===== src/tcpeq_pkg.sv =====
// Shared types, codes and the ordering function for the two-class event queue.
package tcpeq_pkg;

    // Table geometry
    localparam int DEPTH = 16;
    localparam int CNT_W = $clog2(DEPTH + 1);
    localparam int PH_W  = (DEPTH > 2) ? $clog2(DEPTH) : 1;

    // Action codes
    localparam logic [2:0] ACT_APPEND = 3'd0;
    localparam logic [2:0] ACT_PSORT  = 3'd1;
    localparam logic [2:0] ACT_ISORT  = 3'd2;
    localparam logic [2:0] ACT_POP    = 3'd3;
    localparam logic [2:0] ACT_REMOVE = 3'd4;

    // Status codes
    localparam logic [1:0] STS_OK        = 2'd0;
    localparam logic [1:0] STS_EMPTY     = 2'd1;
    localparam logic [1:0] STS_NOT_FOUND = 2'd2;
    localparam logic [1:0] STS_FULL      = 2'd3;

    // Class bit values
    localparam logic CLS_TAKEOFF = 1'b0;
    localparam logic CLS_LANDING = 1'b1;

    typedef struct packed {
        logic [15:0] tag;
        logic        landing;
        logic [15:0] craft_id;
    } entry_t;

    typedef struct packed {
        logic [2:0]  action;
        logic [15:0] event_tag;
        logic        is_landing;
        logic [15:0] craft_id;
    } req_t;

    typedef struct packed {
        logic [1:0]       status;
        logic [15:0]      out_tag;
        logic             out_is_landing;
        logic [15:0]      out_craft_id;
        logic [CNT_W-1:0] entry_count;
        logic             table_empty;
    } rsp_t;

    // Per-cell control from the sequencer
    typedef struct packed {
        logic load;
        logic shift;
        logic sort;
        logic by_class;
        logic pair_left;
    } cell_ctrl_t;

    // True when a must sit behind b
    function automatic logic goes_after(entry_t a, entry_t b, logic by_class);
        logic res;
        if (by_class && (a.landing != b.landing))
        begin
            res = (a.landing == CLS_TAKEOFF) && (b.landing == CLS_LANDING);
        end
        else
        begin
            res = (a.craft_id > b.craft_id);
        end
        return res;
    endfunction

endpackage


===== src/tcpeq_cell.sv =====
// One table slot: holds an entry, loads, shifts from its right neighbour or swaps in a sort step.
module tcpeq_cell
    import tcpeq_pkg::*;
(
    input  logic        clk,
    input  cell_ctrl_t  ctrl,
    input  entry_t      load_entry,
    input  entry_t      left_entry,
    input  entry_t      right_entry,
    input  logic        self_valid,
    input  logic        right_valid,
    input  logic [15:0] key,
    output entry_t      entry,
    output logic        match
);

    entry_t entry_reg;
    entry_t entry_next;

    // Next entry: append load, left shift, or one compare-exchange step
    always_comb
    begin
        entry_next = entry_reg;
        priority if (ctrl.load)
        begin
            entry_next = load_entry;
        end
        else if (ctrl.shift)
        begin
            entry_next = right_entry;
        end
        else if (ctrl.sort)
        begin
            if (ctrl.pair_left)
            begin
                if (right_valid && goes_after(entry_reg, right_entry, ctrl.by_class))
                begin
                    entry_next = right_entry;
                end
            end
            else
            begin
                if (self_valid && goes_after(left_entry, entry_reg, ctrl.by_class))
                begin
                    entry_next = left_entry;
                end
            end
        end
        else
        begin
            entry_next = entry_reg;
        end
    end

    // Payload only, no reset
    always_ff @(posedge clk)
    begin
        entry_reg <= entry_next;
    end

    assign entry = entry_reg;
    assign match = self_valid && (entry_reg.tag == key);

endmodule


===== src/two_class_priority_event_queue_unit.sv =====
// Top level: sequencer, result register and the row of table cells.
// Append, pop, remove and unused codes: result word registered in the cycle after accept;
// one word per cycle when each result is taken at once.
// Sorts: odd-even transposition over the cell row, DEPTH (16) steps; result registered
// after the last step, and no new word is taken before that.
// Reset empties the table (count to zero); cell contents are not reset and are only
// read below the count.
module two_class_priority_event_queue_unit
    import tcpeq_pkg::*;
(
    input  logic clk,
    input  logic rst_n,
    input  logic req_valid,
    output logic req_stall,
    input  req_t req,
    output logic rsp_valid,
    input  logic rsp_stall,
    output rsp_t rsp
);

    typedef enum logic [1:0] {
        ST_IDLE = 2'b01,
        ST_SORT = 2'b10
    } state_t;

    state_t           state_reg, state_next;
    logic [CNT_W-1:0] count_reg, count_next;
    logic [PH_W-1:0]  phase_reg, phase_next;
    logic             by_class_reg, by_class_next;
    logic             rsp_valid_reg, rsp_valid_next;
    rsp_t             rsp_reg, rsp_next;

    entry_t           entries [DEPTH];
    cell_ctrl_t       ctrl    [DEPTH];
    logic [DEPTH-1:0] valid_vec;
    logic [DEPTH-1:0] match;
    logic [DEPTH-1:0] after;
    logic             accept;
    logic             found;
    rsp_t             res;

    assign req_stall = (state_reg != ST_IDLE) || (rsp_valid_reg && rsp_stall);
    assign accept    = req_valid && !req_stall;
    assign rsp_valid = rsp_valid_reg;
    assign rsp       = rsp_reg;

    // Occupancy per slot
    always_comb
    begin
        for (int i = 0; i < DEPTH; i++)
        begin
            valid_vec[i] = (count_reg > CNT_W'(i));
        end
    end

    // Slots at and behind the first tag match
    always_comb
    begin
        after[0] = match[0];
        for (int i = 1; i < DEPTH; i++)
        begin
            after[i] = after[i-1] | match[i];
        end
    end
    assign found = |match;

    // Sequencer
    always_comb
    begin
        state_next     = state_reg;
        count_next     = count_reg;
        phase_next     = phase_reg;
        by_class_next  = by_class_reg;
        rsp_valid_next = rsp_valid_reg && rsp_stall;
        rsp_next       = rsp_reg;
        res            = '0;
        for (int i = 0; i < DEPTH; i++)
        begin
            ctrl[i]          = '0;
            ctrl[i].by_class = by_class_reg;
        end

        unique case (state_reg)
            ST_IDLE:
            begin
                if (accept)
                begin
                    res.status = STS_OK;
                    unique case (req.action)
                        ACT_APPEND:
                        begin
                            if (count_reg == CNT_W'(DEPTH))
                            begin
                                res.status = STS_FULL;
                            end
                            else
                            begin
                                for (int i = 0; i < DEPTH; i++)
                                begin
                                    ctrl[i].load = (count_reg == CNT_W'(i));
                                end
                                count_next = count_reg + 1'b1;
                            end
                        end
                        ACT_PSORT, ACT_ISORT:
                        begin
                            state_next    = ST_SORT;
                            phase_next    = '0;
                            by_class_next = (req.action == ACT_PSORT);
                        end
                        ACT_POP:
                        begin
                            if (count_reg == '0)
                            begin
                                res.status = STS_EMPTY;
                            end
                            else
                            begin
                                res.out_tag        = entries[0].tag;
                                res.out_is_landing = entries[0].landing;
                                res.out_craft_id   = entries[0].craft_id;
                                for (int i = 0; i < DEPTH; i++)
                                begin
                                    ctrl[i].shift = 1'b1;
                                end
                                count_next = count_reg - 1'b1;
                            end
                        end
                        ACT_REMOVE:
                        begin
                            if (count_reg == '0)
                            begin
                                res.status = STS_EMPTY;
                            end
                            else if (!found)
                            begin
                                res.status = STS_NOT_FOUND;
                            end
                            else
                            begin
                                res.out_tag = req.event_tag;
                                for (int i = 0; i < DEPTH; i++)
                                begin
                                    ctrl[i].shift = after[i];
                                end
                                count_next = count_reg - 1'b1;
                            end
                        end
                        default:
                        begin
                            res.status = STS_OK;
                        end
                    endcase

                    if ((req.action != ACT_PSORT) && (req.action != ACT_ISORT))
                    begin
                        res.entry_count = count_next;
                        res.table_empty = (count_next == '0);
                        rsp_next        = res;
                        rsp_valid_next  = 1'b1;
                    end
                end
            end
            ST_SORT:
            begin
                // Alternate even and odd pairs each cycle
                for (int i = 0; i < DEPTH; i++)
                begin
                    ctrl[i].sort      = 1'b1;
                    ctrl[i].pair_left = (1'(i) == phase_reg[0]);
                end
                phase_next = phase_reg + 1'b1;
                if (phase_reg == PH_W'(DEPTH - 1))
                begin
                    state_next      = ST_IDLE;
                    res.status      = STS_OK;
                    res.entry_count = count_reg;
                    res.table_empty = (count_reg == '0);
                    rsp_next        = res;
                    rsp_valid_next  = 1'b1;
                end
            end
            default:
            begin
                state_next = ST_IDLE;
            end
        endcase
    end

    // Control registers
    always_ff @(posedge clk or negedge rst_n)
    begin
        if (!rst_n)
        begin
            state_reg     <= ST_IDLE;
            count_reg     <= '0;
            phase_reg     <= '0;
            by_class_reg  <= 1'b0;
            rsp_valid_reg <= 1'b0;
        end
        else
        begin
            state_reg     <= state_next;
            count_reg     <= count_next;
            phase_reg     <= phase_next;
            by_class_reg  <= by_class_next;
            rsp_valid_reg <= rsp_valid_next;
        end
    end

    // Result payload
    always_ff @(posedge clk)
    begin
        rsp_reg <= rsp_next;
    end

    // Row of cells with neighbour wiring
    for (genvar g = 0; g < DEPTH; g++)
    begin : g_cell
        entry_t load_e;
        entry_t left_e;
        entry_t right_e;
        logic   right_v;

        assign load_e.tag      = req.event_tag;
        assign load_e.landing  = req.is_landing;
        assign load_e.craft_id = req.craft_id;

        if (g == 0)
        begin : g_first
            assign left_e = entries[g];
        end
        else
        begin : g_mid_l
            assign left_e = entries[g-1];
        end

        if (g == DEPTH - 1)
        begin : g_last
            assign right_e = entries[g];
            assign right_v = 1'b0;
        end
        else
        begin : g_mid_r
            assign right_e = entries[g+1];
            assign right_v = valid_vec[g+1];
        end

        tcpeq_cell u_cell (
            .clk         (clk),
            .ctrl        (ctrl[g]),
            .load_entry  (load_e),
            .left_entry  (left_e),
            .right_entry (right_e),
            .self_valid  (valid_vec[g]),
            .right_valid (right_v),
            .key         (req.event_tag),
            .entry       (entries[g]),
            .match       (match[g])
        );
    end

endmodule


===== config.mk =====
export PLATFORM = sky130hd
export DESIGN_NAME = two_class_priority_event_queue_unit
export DESIGN_NICKNAME = d
export VERILOG_FILES = /design/src/tcpeq_pkg.sv /design/src/tcpeq_cell.sv /design/src/two_class_priority_event_queue_unit.sv
export SDC_FILE = /design/constraint.sdc
export NUM_CORES = 2
export LEC_CHECK = 0
export ABC_AREA = 1
export BUFFER_PORTS_ARGS = -buffer_cell sky130_fd_sc_hd__clkbuf_2
export CELL_PAD_IN_SITES_DETAIL_PLACEMENT = 0
export CELL_PAD_IN_SITES_GLOBAL_PLACEMENT = 2
export CORE_UTILIZATION = 41
export DETAILED_ROUTE_END_ITERATION = 7
export GPL_TIMING_DRIVEN = 0
export PLACE_DENSITY_LB_ADDON = 0.1
export SLEW_MARGIN = 20
export SYNTH_ARGS = -nofsm -noshare
export SYNTH_HDL_FRONTEND = slang
export SYNTH_SLANG_ARGS = --single-unit

===== constraint.sdc =====
create_clock -name clk -period 6.24 [get_ports clk]
set_input_delay 1.248 -clock clk [delete_from_list [all_inputs] [get_ports clk]]
set_output_delay 1.248 -clock clk [all_outputs]
set_load 0.05 [all_outputs]

==> flow_summary_export.csv <==
group,metric,value,unit
status,status,"finished, final reports clean",
clock_network,cts_made_buffers,76,
setup_path,arrival,6.13,ns
yosys,synthAdderAreaFrac,7.663,%
floorplanning,coreArea,103900,um^2
placement,dp_slack,0.7279,ns
setup_path,end_kind,"flop",
worst_hold_path,min_path_type,"flop to flop",
clock_network,cts_buffer_depth,3,
power_and_ir_drop,p_switching,6.002,mW
sta,max_clock_freq,0.1730,GHz
detailed_routing,drcViolationCount,0,
placement,dp_hpwl,139200,um
setup_path,cp_cell_sequence,"inv_1 -> ha_1 -> clkbuf_1 -> inv_2 -> nor2_1 -> clkinv_1 -> clkbuf_1 -> clkbuf_1 -> nand2_1 -> a21oi_1 -> nand2_2 -> buf_12",
grt,grt_pass1_wl,239500,um
power_and_ir_drop,seq_power_share,36.1,%
yosys,async_flop_share,2.234,%
yosys,syn-instance-count,5862,
floorplanning,die_h,326.3,um
final_layout,register_area,17410,um^2
power_and_ir_drop,p_comb_share,35.7,%
setup_path,cp-start-kind,"flop",
setup_path,crit_slowest_cell,"nor2_1",
final_layout,mostFrequentLayoutCell,"nand2_1",
clock_network,cts_setup_buffers,0,
sta,fin_tns_setup,0,ns
yosys,synth_enable_flop_cells,569,
sta,whs,0.5080,ns
sta,hold_viol,0,
power_and_ir_drop,p_per_area,315.8,nW/um^2
clock_network,hold_buffers,0,
detailed_routing,wire_per_inst,22.22,um
detailed_routing,wl,165600,um
final_layout,drive_above_1_share,7.218,%
grt,grt_pass1_vias,37550,
clock_network,cts_resized,0,
yosys,synthSimpleGateAreaFrac,30.80,%
yosys,synth_warnings,0,
detailed_routing,first_iter_violations,3797,
yosys,ys_ff_latch,582,
final_layout,multiInputGateArea,21590,um^2
yosys,synth_nets,6166,
grt,antenna_found_initial,3,
power_and_ir_drop,ir_drop,0.0003469,V
power_and_ir_drop,leakage,22.52,nW
sta,final.setup_skew,0.03063,ns
setup_path,worstSetupPathType,"flop to flop",
sta,setup_viol,0,
power_and_ir_drop,switching_share,39.72,%
floorplanning,ioPinCount,83,
grt,overflow,0,
clock_network,htreeDepth,3,
sta,period_needed,5.780,ns
clock_network,cts-root-buf,"clkbuf_16",
setup_path,cpPeakStageDelay,0.78,ns
clock_network,insertion_delay,0.67,ns
floorplanning,start_util,41.47,%
grt,grt_max_degree,34,
power_and_ir_drop,clkPwrFrac,28.1,%
final_layout,mostFrequentLayoutCells,"2205 x nand2_1, 608 x inv_1, 569 x edfxtp_1",
yosys,synth-xor-area-share,1.707,%
power_and_ir_drop,finalPower,15.11,mW
clock_network,clock_sinks,582,
sta,rsz0062_at_grt,"no",
final_layout,areaGrowthSynthToFinish,11.00,%
detailed_routing,dr.pass1.iters,6,
power_and_ir_drop,p_int,9.109,mW
final_layout,largest_reg_flops,528,
placement,routabilityCongestion,0.9600,
sta,slew_headroom,15.91,%
yosys,yosys.cell_types.count,62,
yosys,synth_top_family_by_area,"simple AND/OR/NAND/NOR gates",
floorplanning,die_x,326.3,um
detailed_routing,vias_per_cell,5.295,
yosys,synth-compound-area-share,9.671,%
clock_network,clk_pin_slew,0.06,ns
flow_run,max_cap_viol_count,0,
detailed_routing,drtAntennaViolNets,0,
sta,max_slew.worst_pin.slew,1.261,ns
sta,drv_slew,0,
sta,postLayoutSetupSlackWorst,0.4604,ns
yosys,ys_seq_area_share,40.39,%
setup_path,critPathRequiredTime,6.59,ns
grt,grt_usage,30.49,%
floorplanning,die_area,106400,um^2
setup_path,path_common_cell,"clkbuf_1",
final_layout,nFillCells,10740,
clock_network,cts_tree,"done",
floorplanning,rows,118,
yosys,syn_avg_cell_area,7.354,um^2
yosys,synthMuxAreaShare,0,%
placement,port_buffers,49,
yosys,dominantRegCellSynth,"edfxtp_1",
final_layout,nets,6312,
setup_path,path_max_fanout,24,
detailed_routing,vias,39460,
sta,min_period_over_period,92.62,%
yosys,syn_area,43110,um^2
path summary, 6_finish.rpt:
kind | startpoint | end | slack, ns | cells past startpoint
min reg2reg | state_reg[0] | state_reg[0] | 0.51 | 2
max | state_reg[0] | g_cell[14].u_cell.entry[11] | 0.46 | 12
max reg2reg | state_reg[0] | g_cell[14].u_cell.entry[11] | 0.46 | 12
max in group asynchronous | rst_n | state_reg[0] | 5.40 | 1
min in group asynchronous | rst_n | rsp_valid | 0.52 | 1
min | state_reg[0] | state_reg[0] | 0.51 | 2
per-layer routing:
metal / wire length, um / vias up / track usage [%]
met5: 12 / - / 0
met4: 4467 / 2 / 8.328
met3: 10460 / 231 / 3.807
met2: 75750 / 1373 / 49.66
met1: 74920 / 18230 / 42.49
li1: - / 19620 / -
final cells by class:
cell class                      count  area share [%]
Inverter                          638           5.036
Clock buffer                      102           4.267
Buffer                            341           3.758
Antenna cell                        4         0.02092
Clock inverter                     36          0.5073
Tap cell                         1380           3.609
Multi-Input combinational cell   4301           45.11
Timing Repair Buffer               68           1.297
Sequential cell                   582           36.39
critical path: cells and delay by family (launching register included):
| kind | cells | cell delay [ns] |
|---|---|---|
| AND/OR/NAND/NOR | 3 | 1.33 |
| buffers and inverters | 7 | 3.40 |
| flip-flops | 1 | 0.37 |
| AO/OA/AOI/OAI | 1 | 0.14 |
| adder cells (fa/ha/maj) | 1 | 0.14 |
synthesized netlist by cell type, types with 12 or more instances:
cell      count  share of area [%]
clkbuf_1    158                1.4
o22ai_1      59               0.86
dfrtp_1      12               0.70
o211ai_2     17               0.49
o21ai_0     335                3.9
nand4_1     100                1.5
inv_1       608                5.3
nor2_1      334                2.9
nand3_1     477                5.5
nand2_1    2215                 19
nor3_1       27               0.31
edfxtp_1    569                 40
buf_2        75               0.87
buf_6        35               0.91
ha_1        264                7.7
buf_4        40               0.70
xor2_1       79                1.6
a21oi_1     224                2.6
buf_1        32               0.28
inv_2        23               0.20
o211ai_1     26               0.45
nor4_1       15               0.22
o21ai_1      13               0.15
metrics by stage:
step | utilization [%] | area (um^2) | cells
global placement | 43.37 | 45080 | 7291
global route | 46.03 | 47840 | 7449
CTS | 46.03 | 47840 | 7448
detailed placement | 43.83 | 45550 | 7310
finish | 46.04 | 47850 | 7452
floorplan | - | 43110 | 5862
cell families (layout without fill, tap and decap cells):
logic type               after synthesis  count (layout)
other                                  0               4
AND/OR/NAND/NOR                     3221            3221
XOR/XNOR                              84              84
buffers and inverters                979            1185
adder cells (fa/ha/maj)              264             264
flip-flops                           582             582
AO/OA/AOI/OAI                        732             732
power groups by stage:
stage	logic, mW	clock network (mW)	registers (mW)
3_3_place_gp	5.12	0	5.57
5_1_grt	5.94	4.43	5.51
6_report	5.40	4.25	5.46
4_1_cts	5.34	4.31	5.45
2_1_floorplan	3.24	0	5.83
3_5_place_dp	5.32	0	5.53
Power figures use the tool's default switching activity.
